## config.mk

```make
export PLATFORM = sky130hd
export DESIGN_NAME = i2c_eeprom_transaction_master
export DESIGN_NICKNAME = d
export VERILOG_FILES = /design/src/rtl/core/i2cm_pkg.sv /design/src/rtl/core/i2cm_seq.sv /design/src/rtl/core/i2cm_res_reg.sv /design/src/rtl/core/i2c_eeprom_transaction_master.sv
export SDC_FILE = /design/constraint.sdc
export NUM_CORES = 1
export LEC_CHECK = 0
export ABC_AREA = 1
export BUFFER_PORTS_ARGS = -buffer_cell sky130_fd_sc_hd__buf_2
export CORE_AREA = 2 2 109 111
export CTS_CLUSTER_SIZE = 40
export DETAILED_ROUTE_END_ITERATION = 10
export DIE_AREA = 0 0 111 113
export HOLD_SLACK_MARGIN = 0.08
export PLACE_DENSITY_LB_ADDON = 0.05
export SLEW_MARGIN = 20
export SYNTH_ARGS = -nofsm -noshare
export SYNTH_HDL_FRONTEND = slang
export SYNTH_SLANG_ARGS = --single-unit
```

## constraint.sdc

```tcl
create_clock -name clk -period 5.35 [get_ports clk]
set_input_delay 0.535 -clock clk [delete_from_list [all_inputs] [get_ports clk]]
set_output_delay 0.535 -clock clk [all_outputs]
set_load 0.1 [all_outputs]
```

## src/rtl/core/i2cm_pkg.sv

```systemverilog
// i2cm_pkg: shared types and codes for the I2C EEPROM transaction master.
// Request and result item structs, request codes, register indexes.
// No dependencies.
package i2cm_pkg;

  localparam int CFG_IDX_W  = 1;
  localparam int CFG_DATA_W = 8;

  localparam logic [CFG_IDX_W-1:0] CFG_TICKS_PER_PHASE = 1'd0;
  localparam logic [CFG_IDX_W-1:0] CFG_CONTROL_CODE    = 1'd1;

  localparam logic [7:0] TICKS_RESET = 8'd2;
  localparam logic [3:0] CTRL_RESET  = 4'd10;

  localparam logic [1:0] REQ_TICK  = 2'd0;
  localparam logic [1:0] REQ_START = 2'd1;
  localparam logic [1:0] REQ_WDATA = 2'd2;

  typedef struct packed {
    logic [1:0]  req_type;
    logic        sda_in;
    logic [2:0]  device_sel;
    logic [15:0] mem_addr;
    logic        is_read;
    logic [15:0] byte_count;
    logic [7:0]  wr_byte;
  } req_item_t;

  typedef struct packed {
    logic       scl;
    logic       sda_drive;
    logic       sda_oe;
    logic       rd_valid;
    logic [7:0] rd_byte;
    logic       need_data;
    logic       busy_res;
    logic       done_res;
    logic       status;
  } res_item_t;

endpackage

```

## src/rtl/core/i2cm_seq.sv

```systemverilog
// i2cm_seq: bus sequencer state and its next-state logic, one item per step.
// The result item is produced combinationally from the updated state.
// Depends on i2cm_pkg.
module i2cm_seq import i2cm_pkg::*; (
  input  logic       clk,
  input  logic       rst,
  input  logic       step,
  input  req_item_t  req,
  input  logic [7:0] ticks_per_phase,
  input  logic [3:0] control_code,
  output res_item_t  res
);

  localparam logic [2:0] PH_IDLE  = 3'd0;
  localparam logic [2:0] PH_START = 3'd1;
  localparam logic [2:0] PH_TX    = 3'd2;
  localparam logic [2:0] PH_TXACK = 3'd3;
  localparam logic [2:0] PH_RX    = 3'd4;
  localparam logic [2:0] PH_MACK  = 3'd5;
  localparam logic [2:0] PH_STOP  = 3'd6;

  localparam logic [2:0] K_CTRLW = 3'd0;
  localparam logic [2:0] K_ADDRH = 3'd1;
  localparam logic [2:0] K_ADDRL = 3'd2;
  localparam logic [2:0] K_DATA  = 3'd3;
  localparam logic [2:0] K_CTRLR = 3'd4;

  logic [2:0]  phase, phase_next;
  logic [1:0]  sub_step, sub_step_next;
  logic [3:0]  bit_index, bit_index_next;
  logic [2:0]  byte_kind, byte_kind_next;
  logic [7:0]  shift_reg, shift_reg_next;
  logic [15:0] bytes_left, bytes_left_next;
  logic [15:0] addr_reg, addr_reg_next;
  logic [2:0]  sel_reg, sel_reg_next;
  logic        dir_reg, dir_reg_next;
  logic [7:0]  hold_byte, hold_byte_next;
  logic        hold_valid, hold_valid_next;
  logic [7:0]  delay_count, delay_count_next;
  logic        scl_reg, scl_reg_next;
  logic        sda_reg, sda_reg_next;
  logic        oe_reg, oe_reg_next;
  logic        err_flag, err_flag_next;

  logic [7:0]  tpp;
  logic        slot_end;
  logic        stalled;
  logic        new_byte;
  logic [2:0]  new_kind;
  logic        to_stop;
  logic        to_rx;
  logic [7:0]  tx_byte;
  logic [7:0]  rx_byte;
  logic [3:0]  bit_inc;
  logic        rd_valid;
  logic        done;
  logic        status;

  assign tpp      = (ticks_per_phase == 8'd0) ? 8'd1 : ticks_per_phase;
  assign slot_end = ({1'b0, delay_count} + 9'd1) >= {1'b0, tpp};
  assign bit_inc  = bit_index + 4'd1;
  assign tx_byte  = (bit_index == 4'd0 && byte_kind == K_DATA) ? hold_byte : shift_reg;
  assign rx_byte  = {shift_reg[6:0], req.sda_in};

  always_comb begin
    phase_next       = phase;
    sub_step_next    = sub_step;
    bit_index_next   = bit_index;
    byte_kind_next   = byte_kind;
    shift_reg_next   = shift_reg;
    bytes_left_next  = bytes_left;
    addr_reg_next    = addr_reg;
    sel_reg_next     = sel_reg;
    dir_reg_next     = dir_reg;
    hold_byte_next   = hold_byte;
    hold_valid_next  = hold_valid;
    delay_count_next = delay_count;
    scl_reg_next     = scl_reg;
    sda_reg_next     = sda_reg;
    oe_reg_next      = oe_reg;
    err_flag_next    = err_flag;
    stalled          = 1'b0;
    new_byte         = 1'b0;
    new_kind         = K_CTRLW;
    to_stop          = 1'b0;
    to_rx            = 1'b0;
    rd_valid         = 1'b0;
    done             = 1'b0;
    status           = 1'b0;

    case (req.req_type)
      REQ_START: begin
        if (phase == PH_IDLE) begin
          sel_reg_next     = req.device_sel;
          addr_reg_next    = req.mem_addr;
          dir_reg_next     = req.is_read;
          bytes_left_next  = req.byte_count;
          hold_valid_next  = 1'b0;
          err_flag_next    = 1'b0;
          delay_count_next = 8'd0;
          bit_index_next   = 4'd0;
          byte_kind_next   = K_CTRLW;
          phase_next       = PH_START;
          sub_step_next    = 2'd0;
        end
      end
      REQ_WDATA: begin
        if (phase != PH_IDLE && !dir_reg) begin
          hold_byte_next  = req.wr_byte;
          hold_valid_next = 1'b1;
        end
      end
      REQ_TICK: begin
        if (phase != PH_IDLE && !slot_end) begin
          delay_count_next = delay_count + 8'd1;
        end else if (phase != PH_IDLE) begin
          case (phase)
            PH_START: begin
              case (sub_step)
                2'd0: begin
                  oe_reg_next  = 1'b1;
                  sda_reg_next = 1'b1;
                end
                2'd1: scl_reg_next = 1'b1;
                2'd2: sda_reg_next = 1'b0;
                default: begin
                  scl_reg_next = 1'b0;
                  new_byte     = 1'b1;
                  new_kind     = (dir_reg && byte_kind == K_ADDRL) ? K_CTRLR : K_CTRLW;
                end
              endcase
              if (sub_step != 2'd3) begin
                sub_step_next = sub_step + 2'd1;
              end
            end
            PH_TX: begin
              case (sub_step)
                2'd0: begin
                  if (bit_index == 4'd0 && byte_kind == K_DATA && !hold_valid) begin
                    stalled = 1'b1;
                  end else begin
                    if (bit_index == 4'd0 && byte_kind == K_DATA) begin
                      hold_valid_next = 1'b0;
                      bytes_left_next = bytes_left - 16'd1;
                    end
                    shift_reg_next = tx_byte;
                    oe_reg_next    = 1'b1;
                    sda_reg_next   = tx_byte[7];
                    sub_step_next  = 2'd1;
                  end
                end
                2'd1: begin
                  scl_reg_next  = 1'b1;
                  sub_step_next = 2'd2;
                end
                default: begin
                  scl_reg_next   = 1'b0;
                  shift_reg_next = {shift_reg[6:0], 1'b0};
                  bit_index_next = bit_inc;
                  sub_step_next  = 2'd0;
                  if (bit_inc >= 4'd8) begin
                    phase_next     = PH_TXACK;
                    bit_index_next = 4'd0;
                  end
                end
              endcase
            end
            PH_TXACK: begin
              case (sub_step)
                2'd0: begin
                  oe_reg_next   = 1'b0;
                  sub_step_next = 2'd1;
                end
                2'd1: begin
                  scl_reg_next  = 1'b1;
                  sub_step_next = 2'd2;
                end
                default: begin
                  scl_reg_next = 1'b0;
                  if (req.sda_in) begin
                    err_flag_next = 1'b1;
                    to_stop       = 1'b1;
                  end else begin
                    case (byte_kind)
                      K_CTRLW: begin
                        new_byte = 1'b1;
                        new_kind = K_ADDRH;
                      end
                      K_ADDRH: begin
                        new_byte = 1'b1;
                        new_kind = K_ADDRL;
                      end
                      K_ADDRL: begin
                        if (dir_reg) begin
                          phase_next    = PH_START;
                          sub_step_next = 2'd0;
                        end else if (bytes_left == 16'd0) begin
                          to_stop = 1'b1;
                        end else begin
                          new_byte = 1'b1;
                          new_kind = K_DATA;
                        end
                      end
                      K_DATA: begin
                        if (bytes_left == 16'd0) begin
                          to_stop = 1'b1;
                        end else begin
                          new_byte = 1'b1;
                          new_kind = K_DATA;
                        end
                      end
                      default: begin
                        if (bytes_left == 16'd0) begin
                          to_stop = 1'b1;
                        end else begin
                          to_rx = 1'b1;
                        end
                      end
                    endcase
                  end
                end
              endcase
            end
            PH_RX: begin
              case (sub_step)
                2'd0: begin
                  oe_reg_next   = 1'b0;
                  sub_step_next = 2'd1;
                end
                2'd1: begin
                  scl_reg_next  = 1'b1;
                  sub_step_next = 2'd2;
                end
                default: begin
                  shift_reg_next = rx_byte;
                  scl_reg_next   = 1'b0;
                  bit_index_next = bit_inc;
                  sub_step_next  = 2'd0;
                  if (bit_inc >= 4'd8) begin
                    rd_valid        = 1'b1;
                    bytes_left_next = bytes_left - 16'd1;
                    phase_next      = PH_MACK;
                    bit_index_next  = 4'd0;
                  end
                end
              endcase
            end
            PH_MACK: begin
              case (sub_step)
                2'd0: begin
                  oe_reg_next   = 1'b1;
                  sda_reg_next  = (bytes_left == 16'd0);
                  sub_step_next = 2'd1;
                end
                2'd1: begin
                  scl_reg_next  = 1'b1;
                  sub_step_next = 2'd2;
                end
                default: begin
                  scl_reg_next = 1'b0;
                  if (bytes_left == 16'd0) begin
                    to_stop = 1'b1;
                  end else begin
                    to_rx = 1'b1;
                  end
                end
              endcase
            end
            PH_STOP: begin
              case (sub_step)
                2'd0: begin
                  oe_reg_next   = 1'b1;
                  sda_reg_next  = 1'b0;
                  sub_step_next = 2'd1;
                end
                2'd1: begin
                  scl_reg_next  = 1'b1;
                  sub_step_next = 2'd2;
                end
                default: begin
                  sda_reg_next  = 1'b1;
                  phase_next    = PH_IDLE;
                  sub_step_next = 2'd0;
                  done          = 1'b1;
                  status        = err_flag;
                end
              endcase
            end
            default: phase_next = PH_IDLE;
          endcase

          if (new_byte) begin
            byte_kind_next = new_kind;
            phase_next     = PH_TX;
            bit_index_next = 4'd0;
            sub_step_next  = 2'd0;
            case (new_kind)
              K_CTRLW, K_CTRLR:
                shift_reg_next = {control_code, sel_reg, (new_kind == K_CTRLR)};
              K_ADDRH: shift_reg_next = addr_reg[15:8];
              K_ADDRL: shift_reg_next = addr_reg[7:0];
              default: ;
            endcase
          end
          if (to_stop) begin
            phase_next    = PH_STOP;
            sub_step_next = 2'd0;
          end
          if (to_rx) begin
            phase_next     = PH_RX;
            bit_index_next = 4'd0;
            sub_step_next  = 2'd0;
            shift_reg_next = 8'd0;
          end
          delay_count_next = stalled ? (tpp - 8'd1) : 8'd0;
        end
      end
      default: ;
    endcase
  end

  always_comb begin
    res.scl       = scl_reg_next;
    res.sda_drive = sda_reg_next;
    res.sda_oe    = oe_reg_next;
    res.rd_valid  = rd_valid;
    res.rd_byte   = rd_valid ? rx_byte : 8'd0;
    res.need_data = (phase_next == PH_TX) && (byte_kind_next == K_DATA) &&
                    (bit_index_next == 4'd0) && (sub_step_next == 2'd0) &&
                    !hold_valid_next;
    res.busy_res  = (phase_next != PH_IDLE);
    res.done_res  = done;
    res.status    = status;
  end

  always_ff @(posedge clk) begin
    if (rst) begin
      phase       <= PH_IDLE;
      sub_step    <= 2'd0;
      bit_index   <= 4'd0;
      byte_kind   <= K_CTRLW;
      shift_reg   <= 8'd0;
      bytes_left  <= 16'd0;
      addr_reg    <= 16'd0;
      sel_reg     <= 3'd0;
      dir_reg     <= 1'b0;
      hold_byte   <= 8'd0;
      hold_valid  <= 1'b0;
      delay_count <= 8'd0;
      scl_reg     <= 1'b1;
      sda_reg     <= 1'b1;
      oe_reg      <= 1'b1;
      err_flag    <= 1'b0;
    end else if (step) begin
      phase       <= phase_next;
      sub_step    <= sub_step_next;
      bit_index   <= bit_index_next;
      byte_kind   <= byte_kind_next;
      shift_reg   <= shift_reg_next;
      bytes_left  <= bytes_left_next;
      addr_reg    <= addr_reg_next;
      sel_reg     <= sel_reg_next;
      dir_reg     <= dir_reg_next;
      hold_byte   <= hold_byte_next;
      hold_valid  <= hold_valid_next;
      delay_count <= delay_count_next;
      scl_reg     <= scl_reg_next;
      sda_reg     <= sda_reg_next;
      oe_reg      <= oe_reg_next;
      err_flag    <= err_flag_next;
    end
  end

endmodule

```

## src/rtl/core/i2cm_res_reg.sv

```systemverilog
// i2cm_res_reg: result register with valid/stall handshake towards the sink.
// Loads a new item whenever it is empty or being taken in the same cycle.
// Depends on i2cm_pkg.
module i2cm_res_reg import i2cm_pkg::*; (
  input  logic      clk,
  input  logic      rst,
  input  logic      load,
  input  res_item_t res_in,
  output logic      free,
  output logic      res_valid,
  input  logic      res_stall,
  output res_item_t res
);

  assign free = !res_valid || !res_stall;

  always_ff @(posedge clk) begin
    if (rst) begin
      res_valid <= 1'b0;
    end else if (free) begin
      res_valid <= load;
    end
  end

  always_ff @(posedge clk) begin
    if (load && free) begin
      res <= res_in;
    end
  end

endmodule

```

## src/rtl/core/i2c_eeprom_transaction_master.sv

```systemverilog
// An accepted item's result sits in the result register the next cycle.
// Throughput: one item per cycle; req_stall rises only while a result is held and stalled.
// Each tick runs one sequencer step; a bus slot lasts ticks_per_phase ticks, or one tick when it is 0.
// Reset (rst, synchronous, active high): idle, SCL and SDA high and driven,
// ticks_per_phase 2, control_code 10, result register empty.
// Depends on i2cm_pkg, i2cm_seq, i2cm_res_reg.
module i2c_eeprom_transaction_master import i2cm_pkg::*; (
  input  logic                  clk,
  input  logic                  rst,
  input  logic                  req_valid,
  output logic                  req_stall,
  input  req_item_t             req,
  output logic                  res_valid,
  input  logic                  res_stall,
  output res_item_t             res,
  input  logic                  cfg_wr_en,
  input  logic [CFG_IDX_W-1:0]  cfg_index,
  input  logic [CFG_DATA_W-1:0] cfg_data
);

  logic [7:0] ticks_per_phase;
  logic [3:0] control_code;
  logic       free;
  logic       step;
  res_item_t  res_next;

  assign req_stall = !free;
  assign step      = req_valid && free;

  always_ff @(posedge clk) begin
    if (rst) begin
      ticks_per_phase <= TICKS_RESET;
      control_code    <= CTRL_RESET;
    end else if (cfg_wr_en) begin
      case (cfg_index)
        CFG_TICKS_PER_PHASE: ticks_per_phase <= cfg_data;
        CFG_CONTROL_CODE:    control_code    <= cfg_data[3:0];
        default: ;
      endcase
    end
  end

  i2cm_seq u_seq (
    .clk             (clk),
    .rst             (rst),
    .step            (step),
    .req             (req),
    .ticks_per_phase (ticks_per_phase),
    .control_code    (control_code),
    .res             (res_next)
  );

  i2cm_res_reg u_res_reg (
    .clk       (clk),
    .rst       (rst),
    .load      (step),
    .res_in    (res_next),
    .free      (free),
    .res_valid (res_valid),
    .res_stall (res_stall),
    .res       (res)
  );

endmodule

```

==> impl_metrics.tcl <==
set metrics [dict create \
    synth-warning-count 0 \
    die_area_um2 12540 \
    grt_max_degree 59 \
    vias 6671 \
    cap_violations 0 \
    die_y_um 113 \
    num_antenna_cells 0 \
    cts_buffers 9 \
    layout-drive-gt1-share_pct 15.16 \
    max_stage_delay_ps 600 \
    ir_worst_vdd_uv 241.4 \
    combPwrFrac_pct 22.8 \
    place_ws_ps 1814 \
    cp_slowest_cell "nand2_2" \
    grt_pass1_vias 5915 \
    tightest_slew_ps 760.8 \
    syn_inst 976 \
    p_int_mw 1.323 \
    critPathRequiredTime_ps 5570 \
    synth_seq_area_share_pct 34.23 \
    gp_congestion 0.9924 \
    hold_class "in2reg" \
    synth_async_sr_flop_share_pct 0 \
    clkSinkCount 106 \
    cts-root-buf "clkbuf_16" \
    hold_buffers 0 \
    p_total_mw 2.007 \
    cts_htree_levels 3 \
    ctsLongestPathBuffers 2 \
    grt_usage_pct 28.30 \
    rsz0062_at_grt "false" \
    start_util_pct 59.14 \
    clkPwrFrac_pct 33.3 \
    status "finished clean" \
    switching_share_pct 34.09 \
    clock-skew-final_ps 7.603 \
    whs_ps 387.5 \
    core_area_um2 11270 \
    worst_slack_ps 1889 \
    slew_violations 0 \
    drc_errors 0 \
    fin_nets 1120 \
    period_needed_ps 3461 \
    grt_pass1_wl_um 29120 \
    dp_hpwl_um 13120 \
    finalCritPeriodShare_pct 64.70 \
    clk_latency_ps 370 \
    synth_seq_cells 106 \
    routed_wl_um 17540 \
    ios 79 \
    syn_nets 1059 \
    fmax_mhz 288.9 \
    vias_per_cell 5.630 \
    synth-main-ff-cell "dfxtp_1" \
    p_switching_mw 0.6843 \
    grt_antenna_before_repair 0 \
    cellPowerDensity_nw_per_um2 270.7 \
    row_count 39 \
    netlist_area_um2 6666 \
    cts-resized-gates 0 \
    dr.pass1.iters 5 \
    power_frac_seq_pct 43.9 \
    syn_avg_cell_area_um2 6.830 \
    area_growth_syn_to_layout_pct 11.24 \
    crit_arrival_ps 3690 \
    relSlewSlack_pct 49.10 \
    synth-edff-count 16 \
    cp-start-kind "register" \
    die_w_um 111 \
    synth_cell_type_count 50 \
    routedWlPerCell_um 14.80 \
    setup_violations 0 \
    drt-initial-drc-count 489 \
    hold_viol 0 \
    path_common_cell "nand2_1" \
    end_kind "register" \
    crit_chain "ha_1 > nand3_1 > inv_1 > nand3_1 > xor2_1 > inv_1 > ha_1 > o211a_1 > nand2_1 > nand2_1 > nand2_1 > nand3_2 > o2111ai_1 > nand2_2 > o21ai_0 > nand2_1 > a21oi_1" \
    post_cts_buffers 0 \
    cp_top_family "simple AND/OR/NAND/NOR gates" \
    io_buffers 78 \
    worst-path-buf-inv 2 \
    grt_overflow 0 \
    postRouteAntennaNets 0 \
    final_util_pct 65.79 \
    leakage_nw 3.312 \
    crit_type "reg2reg" \
    tns_ps 0 \
    cts_tree "built" \
    clk_pin_slew_ps 80 \
    crit_path_max_fanout 32 \
]
-- area by class of cell --
cell class | count | area (um^2)
multi-input combinational | 712 | 3759
fill | 1060 | 3856
tap | 143 | 178.9
inverter | 126 | 475.5
sequential | 106 | 2282
timing repair buffer | 82 | 420.4
clock inverter | 6 | 61.31
clock buffer | 10 | 239.0
-- power by group through the flow --
stage               Clock [mW]  Combinational [mW]  Sequential (mW)
detailed placement           0               0.450            0.899
global route             0.714               0.511            0.886
global placement             0               0.449            0.899
CTS                      0.684               0.452            0.881
finish                   0.668               0.458            0.882
floorplan                    0               0.300            0.938
-- cells in the final DEF (no fill, tap or decap), types with 16 or more instances in the layout --
master,count
a21oi_1,80
buf_2,78
dfxtp_1,90
edfxtp_1,16
ha_1,22
inv_1,117
nand2_1,194
nand3_1,62
nor2_1,111
o211ai_1,23
o21ai_0,99
-- cells by family (layout without fill, tap and decap cells) --
group           count (synthesis)  in the layout  share of synthesized area [%]
simple gates                  422            422                          27.63
compound gates                256            256                          22.94
buf+inv                       158            224                          9.497
flops                         106            106                          34.23
fa+ha+maj                      22             22                          4.129
xor+xnor                       12             12                          1.577
-- metrics by stage --
| step | instances | area, um^2 |
|---|---|---|
| 2_1_floorplan | 976 | 6666 |
| 3_3_place_gp | 1169 | 7111 |
| 3_5_place_dp | 1169 | 7111 |
| 4_1_cts | 1185 | 7411 |
| 5_1_grt | 1185 | 7416 |
| 6_report | 1185 | 7416 |
-- layer usage --
metal / share of wire (%) / track usage, % / up-vias
li1: - / - / 3398
met1: 45 / 37.75 / 3001
met2: 46 / 46.01 / 232
met3: 6.4 / 4.499 / 40
met4: 2.8 / 11.92 / 0
met5: 0 / 0 / -
-- cell usage after synthesis, types with 2 or more instances --
master | number | area share [%]
a211oi_2 | 2 | 0.38
a21oi_1 | 80 | 6.0
a21oi_2 | 4 | 0.53
a22oi_1 | 3 | 0.34
a31oi_1 | 6 | 0.56
a31oi_2 | 8 | 1.5
buf_2 | 6 | 0.45
buf_4 | 3 | 0.34
clkbuf_1 | 21 | 1.2
dfxtp_1 | 90 | 27
edfxtp_1 | 16 | 7.2
ha_1 | 22 | 4.1
inv_1 | 117 | 6.6
inv_2 | 8 | 0.45
nand2_1 | 194 | 11
nand2_2 | 8 | 0.75
nand2_4 | 2 | 0.34
nand3_1 | 62 | 4.7
nand3_2 | 3 | 0.45
nand3b_1 | 4 | 0.45
nand4_1 | 13 | 1.2
nor2_1 | 112 | 6.3
nor2_2 | 4 | 0.38
nor2_4 | 2 | 0.34
nor3_1 | 8 | 0.60
nor3_2 | 2 | 0.30
nor4_1 | 2 | 0.19
o211ai_1 | 23 | 2.6
o21ai_0 | 99 | 7.4
o21ai_1 | 7 | 0.53
o21ai_2 | 9 | 1.2
o221ai_1 | 4 | 0.53
o22ai_1 | 3 | 0.28
or2_2 | 3 | 0.28
xnor2_1 | 3 | 0.39
xor2_1 | 9 | 1.2
-- worst paths after layout --
check / cells after the start / end / slack (ps) / startpoint
worst min register to register: 2 / u_seq.addr_reg[10]$_SDFFE_PP0P_ / 470 / u_seq.addr_reg[10]$_SDFFE_PP0P_
worst min-delay path: 3 / u_seq.hold_byte[4]$_SDFFE_PP0P_ / 390 / req[4]
worst max register to register: 17 / u_seq.bytes_left[15]$_SDFFE_PP0P_ / 1890 / u_seq.delay_count[0]$_SDFFE_PP0P_
worst max-delay path: 17 / u_seq.bytes_left[15]$_SDFFE_PP0P_ / 1890 / u_seq.delay_count[0]$_SDFFE_PP0P_
-- worst min-delay path, cell delays in order --
cell	delay, ps
buf_2	70
nor2_1	30
nor2_1	80
Note: power is estimated with default switching activity, not from simulation.
